<file path="src/sv/csvl_pkg.sv">
// shared types and codes for the count-sorted value list
package csvl_pkg;

  // operation codes carried in the op field
  localparam logic [2:0] OP_APPEND    = 3'd0;
  localparam logic [2:0] OP_DROP      = 3'd1;
  localparam logic [2:0] OP_INCREMENT = 3'd2;
  localparam logic [2:0] OP_DECREMENT = 3'd3;
  localparam logic [2:0] OP_CLEAR     = 3'd4;
  localparam logic [2:0] OP_FIND      = 3'd5;
  localparam logic [2:0] OP_READ      = 3'd6;

  // counter saturation bounds
  localparam logic signed [15:0] CNT_MAX = 16'sh7FFF;
  localparam logic signed [15:0] CNT_MIN = 16'sh8000;

  // one list entry: value and its counter move together
  typedef struct packed {
    logic signed [15:0] value;
    logic signed [15:0] count;
  } entry_t;

  // datapath actions, one per cycle
  typedef enum logic [3:0] {
    ACT_NONE,
    ACT_CAPTURE,
    ACT_APPEND,
    ACT_DROP,
    ACT_CLEAR,
    ACT_READ_POS,
    ACT_TAKE_ENTRY,
    ACT_LOAD_HELD,
    ACT_READ_NEXT,
    ACT_READ_PREV,
    ACT_SHIFT_UP,
    ACT_SHIFT_DOWN,
    ACT_PLACE,
    ACT_SCAN_READ,
    ACT_SCAN_FIND,
    ACT_SCAN_MAX
  } dp_act_t;

  // command from controller to datapath
  typedef struct packed {
    dp_act_t act;
    logic    set_ok;
    logic    load_out;
  } dp_cmd_t;

  // status from datapath to controller
  typedef struct packed {
    logic [2:0] op;
    logic       full;
    logic       empty;
    logic       one_left;
    logic       pos_valid;
    logic       has_next;
    logic       has_prev;
    logic       move_up;
    logic       move_down;
    logic       match;
    logic       scan_last;
  } dp_stat_t;

endpackage

</file>
<file path="src/sv/csvl_ctrl.sv">
// controller state machine: sequences datapath actions for each operation
module csvl_ctrl (
  input  logic               clk,
  input  logic               rst,
  input  logic               s_tvalid,
  output logic               s_tready,
  output logic               m_tvalid,
  input  logic               m_tready,
  input  csvl_pkg::dp_stat_t stat,
  output csvl_pkg::dp_cmd_t  cmd
);

  typedef enum logic [3:0] {
    S_IDLE,
    S_DECODE,
    S_READ_TAKE,
    S_BUMP,
    S_WALK_RD,
    S_WALK_CHK,
    S_SCAN_RD,
    S_SCAN_CHK,
    S_DONE
  } state_t;

  state_t state;
  state_t state_next;
  logic   out_valid;
  logic   is_inc;

  assign s_tready = (state == S_IDLE);
  assign m_tvalid = out_valid;
  assign is_inc   = (stat.op == csvl_pkg::OP_INCREMENT);

  // next state and datapath command
  always_comb begin
    state_next   = state;
    cmd.act      = csvl_pkg::ACT_NONE;
    cmd.set_ok   = 1'b0;
    cmd.load_out = 1'b0;
    case (state)
      S_IDLE: begin
        if (s_tvalid) begin
          cmd.act    = csvl_pkg::ACT_CAPTURE;
          state_next = S_DECODE;
        end
      end
      S_DECODE: begin
        state_next = S_DONE;
        case (stat.op)
          csvl_pkg::OP_APPEND: begin
            if (!stat.full) begin
              cmd.act    = csvl_pkg::ACT_APPEND;
              cmd.set_ok = 1'b1;
            end
          end
          csvl_pkg::OP_DROP: begin
            if (!stat.empty) begin
              cmd.act    = csvl_pkg::ACT_DROP;
              cmd.set_ok = 1'b1;
              if (!stat.one_left) begin
                state_next = S_SCAN_RD;
              end
            end
          end
          csvl_pkg::OP_CLEAR: begin
            cmd.act    = csvl_pkg::ACT_CLEAR;
            cmd.set_ok = 1'b1;
          end
          csvl_pkg::OP_FIND: begin
            cmd.set_ok = 1'b1;
            if (!stat.empty) begin
              state_next = S_SCAN_RD;
            end
          end
          csvl_pkg::OP_READ: begin
            if (stat.pos_valid) begin
              cmd.act    = csvl_pkg::ACT_READ_POS;
              cmd.set_ok = 1'b1;
              state_next = S_READ_TAKE;
            end
          end
          csvl_pkg::OP_INCREMENT, csvl_pkg::OP_DECREMENT: begin
            if (stat.pos_valid) begin
              cmd.act    = csvl_pkg::ACT_READ_POS;
              cmd.set_ok = 1'b1;
              state_next = S_BUMP;
            end
          end
          default: begin
            state_next = S_DONE;
          end
        endcase
      end
      S_READ_TAKE: begin
        cmd.act    = csvl_pkg::ACT_TAKE_ENTRY;
        state_next = S_DONE;
      end
      S_BUMP: begin
        cmd.act    = csvl_pkg::ACT_LOAD_HELD;
        state_next = S_WALK_RD;
      end
      // fetch the neighbor in the direction of travel, or settle here
      S_WALK_RD: begin
        if (is_inc ? stat.has_next : stat.has_prev) begin
          cmd.act    = is_inc ? csvl_pkg::ACT_READ_NEXT : csvl_pkg::ACT_READ_PREV;
          state_next = S_WALK_CHK;
        end else begin
          cmd.act    = csvl_pkg::ACT_PLACE;
          state_next = S_DONE;
        end
      end
      // move the neighbor into the hole, or drop the held entry here
      S_WALK_CHK: begin
        if (is_inc ? stat.move_up : stat.move_down) begin
          cmd.act    = is_inc ? csvl_pkg::ACT_SHIFT_UP : csvl_pkg::ACT_SHIFT_DOWN;
          state_next = S_WALK_RD;
        end else begin
          cmd.act    = csvl_pkg::ACT_PLACE;
          state_next = S_DONE;
        end
      end
      S_SCAN_RD: begin
        cmd.act    = csvl_pkg::ACT_SCAN_READ;
        state_next = S_SCAN_CHK;
      end
      S_SCAN_CHK: begin
        if (stat.op == csvl_pkg::OP_FIND) begin
          cmd.act    = csvl_pkg::ACT_SCAN_FIND;
          state_next = (stat.match || stat.scan_last) ? S_DONE : S_SCAN_RD;
        end else begin
          cmd.act    = csvl_pkg::ACT_SCAN_MAX;
          state_next = stat.scan_last ? S_DONE : S_SCAN_RD;
        end
      end
      S_DONE: begin
        if (!out_valid || m_tready) begin
          cmd.load_out = 1'b1;
          state_next   = S_IDLE;
        end
      end
      default: begin
        state_next = S_IDLE;
      end
    endcase
  end

  // state and output word valid
  always_ff @(posedge clk) begin
    if (rst) begin
      state     <= S_IDLE;
      out_valid <= 1'b0;
    end else begin
      state <= state_next;
      if (cmd.load_out) begin
        out_valid <= 1'b1;
      end else if (m_tready) begin
        out_valid <= 1'b0;
      end
    end
  end

  // an accepted word always goes to decode next
  a_capture_decode: assert property (@(posedge clk) disable iff (rst)
    s_tvalid && s_tready |=> state == S_DECODE)
    else $error("accepted word not decoded");

  // a waiting result is never overwritten
  a_no_overwrite: assert property (@(posedge clk) disable iff (rst)
    state == S_DONE && out_valid && !m_tready |=> state == S_DONE && out_valid)
    else $error("pending result overwritten");

  // results are only produced on the way back to idle
  a_load_to_idle: assert property (@(posedge clk) disable iff (rst)
    cmd.load_out |=> state == S_IDLE && out_valid)
    else $error("result load did not return to idle");

endmodule

</file>
<file path="config.mk">
export PLATFORM = sky130hd
export DESIGN_NAME = csvl_ctrl
export DESIGN_NICKNAME = d
export VERILOG_FILES = /design/src/sv/csvl_pkg.sv /design/src/sv/csvl_ctrl.sv
export SDC_FILE = /design/constraint.sdc
export NUM_CORES = 1
export LEC_CHECK = 0
export BUFFER_PORTS_ARGS = -buffer_cell sky130_fd_sc_hd__clkbuf_2
export CORE_UTILIZATION = 46
export CTS_CLUSTER_SIZE = 30
export DETAILED_ROUTE_END_ITERATION = 16
export PLACE_DENSITY = 0.84
export REMOVE_ABC_BUFFERS = 1
export SYNTH_ARGS = -nofsm -noshare
export SYNTH_HDL_FRONTEND = slang
export SYNTH_SLANG_ARGS = --single-unit
export TNS_END_PERCENT = 50
</file>
<file path="constraint.sdc">
create_clock -name clk -period 2.3 [get_ports clk]
set_input_delay 0.46 -clock clk [delete_from_list [all_inputs] [get_ports clk]]
set_output_delay 0.46 -clock clk [all_outputs]
set_load 0.005 [all_outputs]
</file>
* Word-level counts from Yosys, hierarchy flattened
Cells that the tools add are included.
** Cells by class
- Eq/ne operators :: 16
- Muxes and demuxes :: 33
- Reductions and logical operators :: 10
** Operator list (number)
- 4-bit 2-to-1 mux :: 13
- 4-bit one-hot mux with 9 select lines :: 1
- 4-bit one-hot mux with 8 select lines :: 1
- 4-bit by 3-bit == test with 1-bit output, second input constant :: 4
- 4-bit one-hot mux with 4 select lines :: 1
- 3-bit 2-to-1 mux :: 4
- 3-bit one-hot mux with 4 select lines :: 1
- 1-bit 2-to-1 mux :: 11
- 3-bit == test, second input constant :: 3
- 4-bit by 2-bit == test with 1-bit output, second input constant :: 2
- 3-bit by 2-bit == test with 1-bit output, second input constant :: 2
- 4-bit by 1-bit == test with 1-bit output, second input constant :: 1
- 4-bit == test, second input constant :: 1
- 4-bit logical NOT :: 1
- 2-bit != test, second input constant :: 2
- 1-bit one-hot mux with 4 select lines :: 1
- 2-bit OR reduction :: 2
- 3-bit by 1-bit == test with 1-bit output, second input constant :: 1
- 3-bit logical NOT :: 1
- 3-bit OR reduction :: 1
- 1-bit logical OR :: 2
- 2-bit AND reduction :: 1
- 2-bit nonzero test :: 1
- 1-bit logical NOT :: 1
** Word-level totals
- Flip-flop bits (word level) :: 5
- Input bits :: 17
- Output and inout port bits :: 8
- Word-level logic and storage cells :: 61

* Longest topological paths before layout
Gate-level depths: netlist of run 1.
- Depth in word-level cells :: 5
- Gate-level depth with buffers :: 5
- Gate-level depth less buffers :: 4

* Worst setup path before layout of run 1
OpenSTA, ideal clock, no wires.
- Path type :: input -> output
- Start :: input port stat[12] (netlist bit)
- End :: output port cmd[4] (netlist bit)
- Arrival time :: 1768 ps
- Required time :: 1840 ps
- Setup slack :: 72 ps
- Cell stages on the path :: 5
- Path buffers :: 1
- Path through :: buf_6 nor3b_4 mux4_2 or2_1 a31oi_1
** RTL lines
- from (decl) :: line csvl_ctrl.sv:9 : input csvl_pkg::dp_stat_t stat,
- to (decl) :: line csvl_ctrl.sv:10 : output csvl_pkg::dp_cmd_t cmd

==> flow_summary.ini, run 1 <==
[synthesis]
synth_flop_cell = dfxtp_1
syn_avg_cell_area_um2 = 7.583
netlist_area_um2 = 621.8
synth_edf_count = 0
synthCells = 82
ys_warn_count = 0
yosysTopAreaCellShare_pct = 16.10
ys_seq_area_share_pct = 16.10
synth_cell_types = 40
synth.largest_area_cell = dfxtp_1
yosys-top-cells-area = dfxtp_1, a21oi_1, o21ai_0
ys_async_sr_fraction_pct = 0
synthTopCellsByCount = nand2_1, nor2_1, a21oi_1, dfxtp_1, o21ai_0
ys_ff_latch = 5

[worst_setup_path]
r2r-start = state[0]$_SDFFE_PP0P_
crit_path_top_delay_cell = mux4_2
cp_data_arrival_time_ns = 1.84
worst-path-max-fanout = 2
crit_path_start = stat[12]
critical_path_class = input pin to output pin
end_kind = output pin
crit_chain = buf_6 -> nor3b_4 -> mux4_2 -> or2_1 -> a31oi_1 -> buf_2
required_ns = 1.84
critPathMaxStageDelay_ns = 0.54
worstSetupStartpointType = input pin

[clock_network]
cts_sinks = 5
clockBufferDepth = 2
cts_root_buffer = clkbuf_4
path_clk_slew_ns = 0.04
htree_levels = 1
cts_made_buffers = 3
clk_latency_ns = 0.24
cts_tree = done

[finish]
nets = 131
num_antenna_cells = 0
area_growth_pct = 34.00
final_util_pct = 70.25
drive_gt1_share_pct = 38.94
stdcell_area_um2 = 833.3

[floorplanning]
dieHeight_um = 38.77
fp.dieW_um = 38.77
num_io_pins = 25
core_area_um2 = 1186
die_area_um2 = 1503
start_util_pct = 52.43
rows = 12

[detailed_routing]
wirelength_um = 1691
num_vias = 766
routedWlPerCell_um = 13.31
vias_per_cell = 6.031
drt_first_pass_iters = 4
post-route-drc-count = 0
drtIter0Drc = 34
drt.antenna.violating_nets = 0

[power]
p_per_area_nw_per_um2 = 405.6
ir_drop_mv = 0.2344
power_uw = 338.0
leakagePower_uw = 0.0003641

[grt]
grt_max_degree = 16
globalRouteOverflowTotal = 0
grt_pass1_vias = 702
grt_pass1_wl_um = 2932
grt_antenna_before_repair = 0
track_usage_pct = 27.63

[sta]
setup_viol = 1
period_needed_ns = 2.301
setup_ws_ns = -0.0005823
worst_slew_pin_slew_ns = 0.4102
rsz0062_at_grt = true
drv_slew = 0
clock.fmax_mhz = 434.7
period_share_pct = 100.0
hold_viol = 0
maxSlewHeadroom_pct = 72.29
skew_ns = 0.001101

[placement]
io_buffers = 24
gp_congestion = 0.8609
dp_hpwl_um = 1347
placed_area_um2 = 782.0

[min_path]
hp-start = rst
hold_class = input pin to flop

[outcome]
violations = negative setup slack
status = finished, violations left

[job]
cap_violations = 0
==> where the power goes <==
group / total [uW] / switching, uW / internal, uW
Clock: 103 / 37.5 / 65.7
Combinational: 132 / 63.1 / 69.0
Sequential: 103 / 9.57 / 93.1
Total: 338 / 110 / 228
==> state kept, by name, indices dropped and copies added (netlist names) <==
signal    flops
state         4
m_tvalid      1
==> stage by stage <==
stage	worst slack (ns)	std cells	hold WS, ns	setup TNS, ns
after floorplan	0.1958	76	0.4852	0
after global placement	0.01586	122	0.5097	0
after detailed placement	-0.006280	122	0.5148	-0.006280
after CTS	-0.002072	126	0.4437	-0.002072
after global routing	-0.1101	127	0.4677	-0.1101
final	-0.0005823	127	0.4493	-0.0005823
==> repair_timing <==
item	CTS	global route
pin swaps	1	3
endpoints found under the setup margin	1	1
setup buffers	0	1
resized for setup	2	5
hold buffers	0	0
==> final timing paths <==
path                            cells past startpoint                     to  slack (ns)
worst max-delay path                                6                 cmd[4]     -0.0006
worst min-delay path                                2  state[1]$_SDFFE_PP0P_        0.45
worst max register to register                      4  state[1]$_SDFFE_PP0P_        0.78
worst min register to register                      2  m_tvalid$_SDFFE_PP0P_        0.53
==> layout by cell type (no fill, tap or decap), types with 2 or more instances in the layout <==
master,n
mux2i_1,2
nand3_1,3
o21ai_0,5
mux2_2,2
or3b_1,2
inv_1,3
a21oi_1,5
nand2b_1,3
clkbuf_2,21
buf_4,9
o31ai_1,2
clkbuf_4,3
nand2_1,6
or3_1,4
nor2b_1,2
nor2_1,6
dfxtp_1,4
a31oi_1,2
nor3_1,2
==> cell type report <==
class / instances / area [um2]
sequential: 5 / 101.3
inverter: 3 / 11.26
tap: 14 / 17.52
clock buffer: 4 / 26.28
fill: 103 / 352.8
multi-input combinational: 68 / 473.0
timing repair buffer: 33 / 203.9
==> critical path, delay by kind of cell <==
family,cells,cell delay (ns)
buf+inv,2,0.23
simple gates,2,0.46
mux,1,0.54
compound gates,1,0.15
==> metal layers <==
layer | global-route usage, % | wire length (um) | up-vias
li1 | - | - | 377
met1 | 34.15 | 664 | 341
met2 | 47.50 | 878 | 44
met3 | 4.046 | 129 | 4
met4 | 10.34 | 19 | 0
met5 | 0 | 0 | -
==> cells by family (layout without fill, tap and decap cells) <==
kind of cell / Yosys count / in the layout / share of synthesized area [%]
multiplexers: 5 / 5 / 10.46
AND/OR/NAND/NOR: 37 / 37 / 36.62
flip-flops: 5 / 5 / 16.10
buffers and inverters: 9 / 40 / 7.846
AO/OA/AOI/OAI: 26 / 26 / 28.97
No activity file was read; power rests on OpenSTA's default activity.
==> run 2: changes to the inputs <==
- GPL_TIMING_DRIVEN: unset -> 0
==> run 2 against run 1 <==
  * The flow still finishes with violations (negative setup slack)
  * Global-route usage is 0.69 points lower
  * Largest power group unchanged
  * Wire length up 4.2%
  * Fmax decreased by 4.6%
  * First-iteration DRC count fell by 35%
  * Sequential power grew 7%
==> flow_summary.ini, run 2 (synthesis gave the netlist of run 1 again) <==
[outcome]
status = finished, violations left
violations = negative setup slack

[sta]
drv_slew = 0
rsz0062_at_grt = true
skew_ns = 0.003331
clock.fmax_mhz = 414.8
period_needed_ns = 2.411
setup_viol = 1
hold_viol = 0
setup_ws_ns = -0.1110
whs_ns = 0.4467
worst_slew_pin_slew_ns = 0.3343
period_share_pct = 104.8
maxSlewHeadroom_pct = 77.43

[finish]
seq_area_um2 = 107.6
nets = 127
drive_gt1_share_pct = 39.45
final_util_pct = 71.94
area_growth_pct = 37.22
stdcell_area_um2 = 853.3
num_antenna_cells = 0
layout_commonest_cell = clkbuf_2
final_cells = 123
largest_reg_flops = 4
fillers = 94
regMostFlops = state
layout_common_cells = clkbuf_2, nor2_1, nand2_1
multiInputGateArea_um2 = 473.0

[placement]
dp_hpwl_um = 1169
placed_area_um2 = 721.9
io_buffers = 24
dp_cells = 114
gp_congestion = 0.8352

[floorplanning]
num_io_pins = 25
rows = 12
die_area_um2 = 1503
start_util_pct = 52.43
dieHeight_um = 38.77
core_area_um2 = 1186
fp.dieW_um = 38.77

[clock_network]
hold_buffers = 0
path_clk_slew_ns = 0.04
htree_levels = 1
cts_tree = done
cts_root_buffer = clkbuf_4
clockBufferDepth = 2
clk_latency_ns = 0.25
cts_sinks = 5
cts_made_buffers = 3

[worst_setup_path]
crit_path_top_delay_cell = mux4_2
cp_data_arrival_time_ns = 1.95
worstSetupStartpointType = input pin
crit_chain = clkbuf_16 -> nor3b_4 -> mux4_2 -> or2_1 -> a31oi_1 -> buf_2
critical_path_class = input pin to output pin
critPathMaxStageDelay_ns = 0.56
critical_path_buf_inv_count = 2
end_kind = output pin
worst-path-max-fanout = 2
crit_family = multiplexers
required_ns = 1.84

[detailed_routing]
vias_per_cell = 6.228
post-route-drc-count = 0
wirelength_um = 1762
num_vias = 766
routedWlPerCell_um = 14.33
drt_first_pass_iters = 4
drt.antenna.violating_nets = 0
drtIter0Drc = 22

[power]
power_uw = 339.5
leakagePower_uw = 0.0003645
ir_drop_mv = 0.2123
p_per_area_nw_per_um2 = 397.9

[job]
cap_violations = 0

[min_path]
hold_class = input pin to flop

[grt]
grt_pass1_vias = 697
globalRouteOverflowTotal = 0
track_usage_pct = 26.94
grt_pass1_wl_um = 2849
grt_max_degree = 17
grt_antenna_before_repair = 0
==> run 2: cell types whose count changed in the layout (fill, tap and decap cells not counted), moves of 2 or more <==
cell and delta:
buf_4 -4, clkbuf_16 +3, dfxtp_1 -3, clkbuf_2 -2
dfxtp_2 +2
==> run 2: layout make-up <==
class                           count  share of cell area (%)
Tap cell                           14                   2.053
Inverter                            3                   1.320
Clock buffer                        4                   3.079
Timing Repair Buffer               29                   25.51
Sequential cell                     5                   12.61
Multi-Input combinational cell     68                   55.43
==> run 2: power breakdown <==
| group | total (uW) | switching [uW] | internal (uW) |
|---|---|---|---|
| clock | 104 | 37.8 | 65.7 |
| sequential | 110 | 17.0 | 92.7 |
| combinational | 126 | 56.2 | 70.1 |
==> run 2: final timing paths <==
path | start | endpoint | slack, ns | cells past startpoint
worst min register to register | m_tvalid$_SDFFE_PP0P_ | m_tvalid$_SDFFE_PP0P_ | 0.52 | 2
worst max register to register | state[0]$_SDFFE_PP0P_ | state[1]$_SDFFE_PP0P_ | 0.75 | 4
worst max-delay path | stat[12] | cmd[4] | -0.11 | 6
worst min-delay path | rst | state[1]$_SDFFE_PP0P_ | 0.45 | 2
==> run 2: per-stage QoR <==
step	setup slack, ns	setup TNS [ns]
global route	-0.1335	-0.1489
floorplan	0.1958	0
global placement	-0.1851	-0.1851
finish	-0.1110	-0.1110
detailed placement	-0.2463	-0.2463
CTS	-0.09369	-0.09369
==> run 2: timing repair <==
| action | in CTS | in global routing |
|---|---|---|
| gates resized for setup | 13 | 3 |
| setup buffers | 4 | 1 |
| setup endpoints to repair | 2 | 2 |
| pin swaps | 3 | 3 |
==> run 2: per-layer routing <==
metal	up-vias	track usage (%)	share of wire (%)
li1	369	-	-
met1	342	32.76	42
met2	51	45.42	49
met3	4	7.514	7.3
met4	0	7.759	2.3
met5	-	0	0
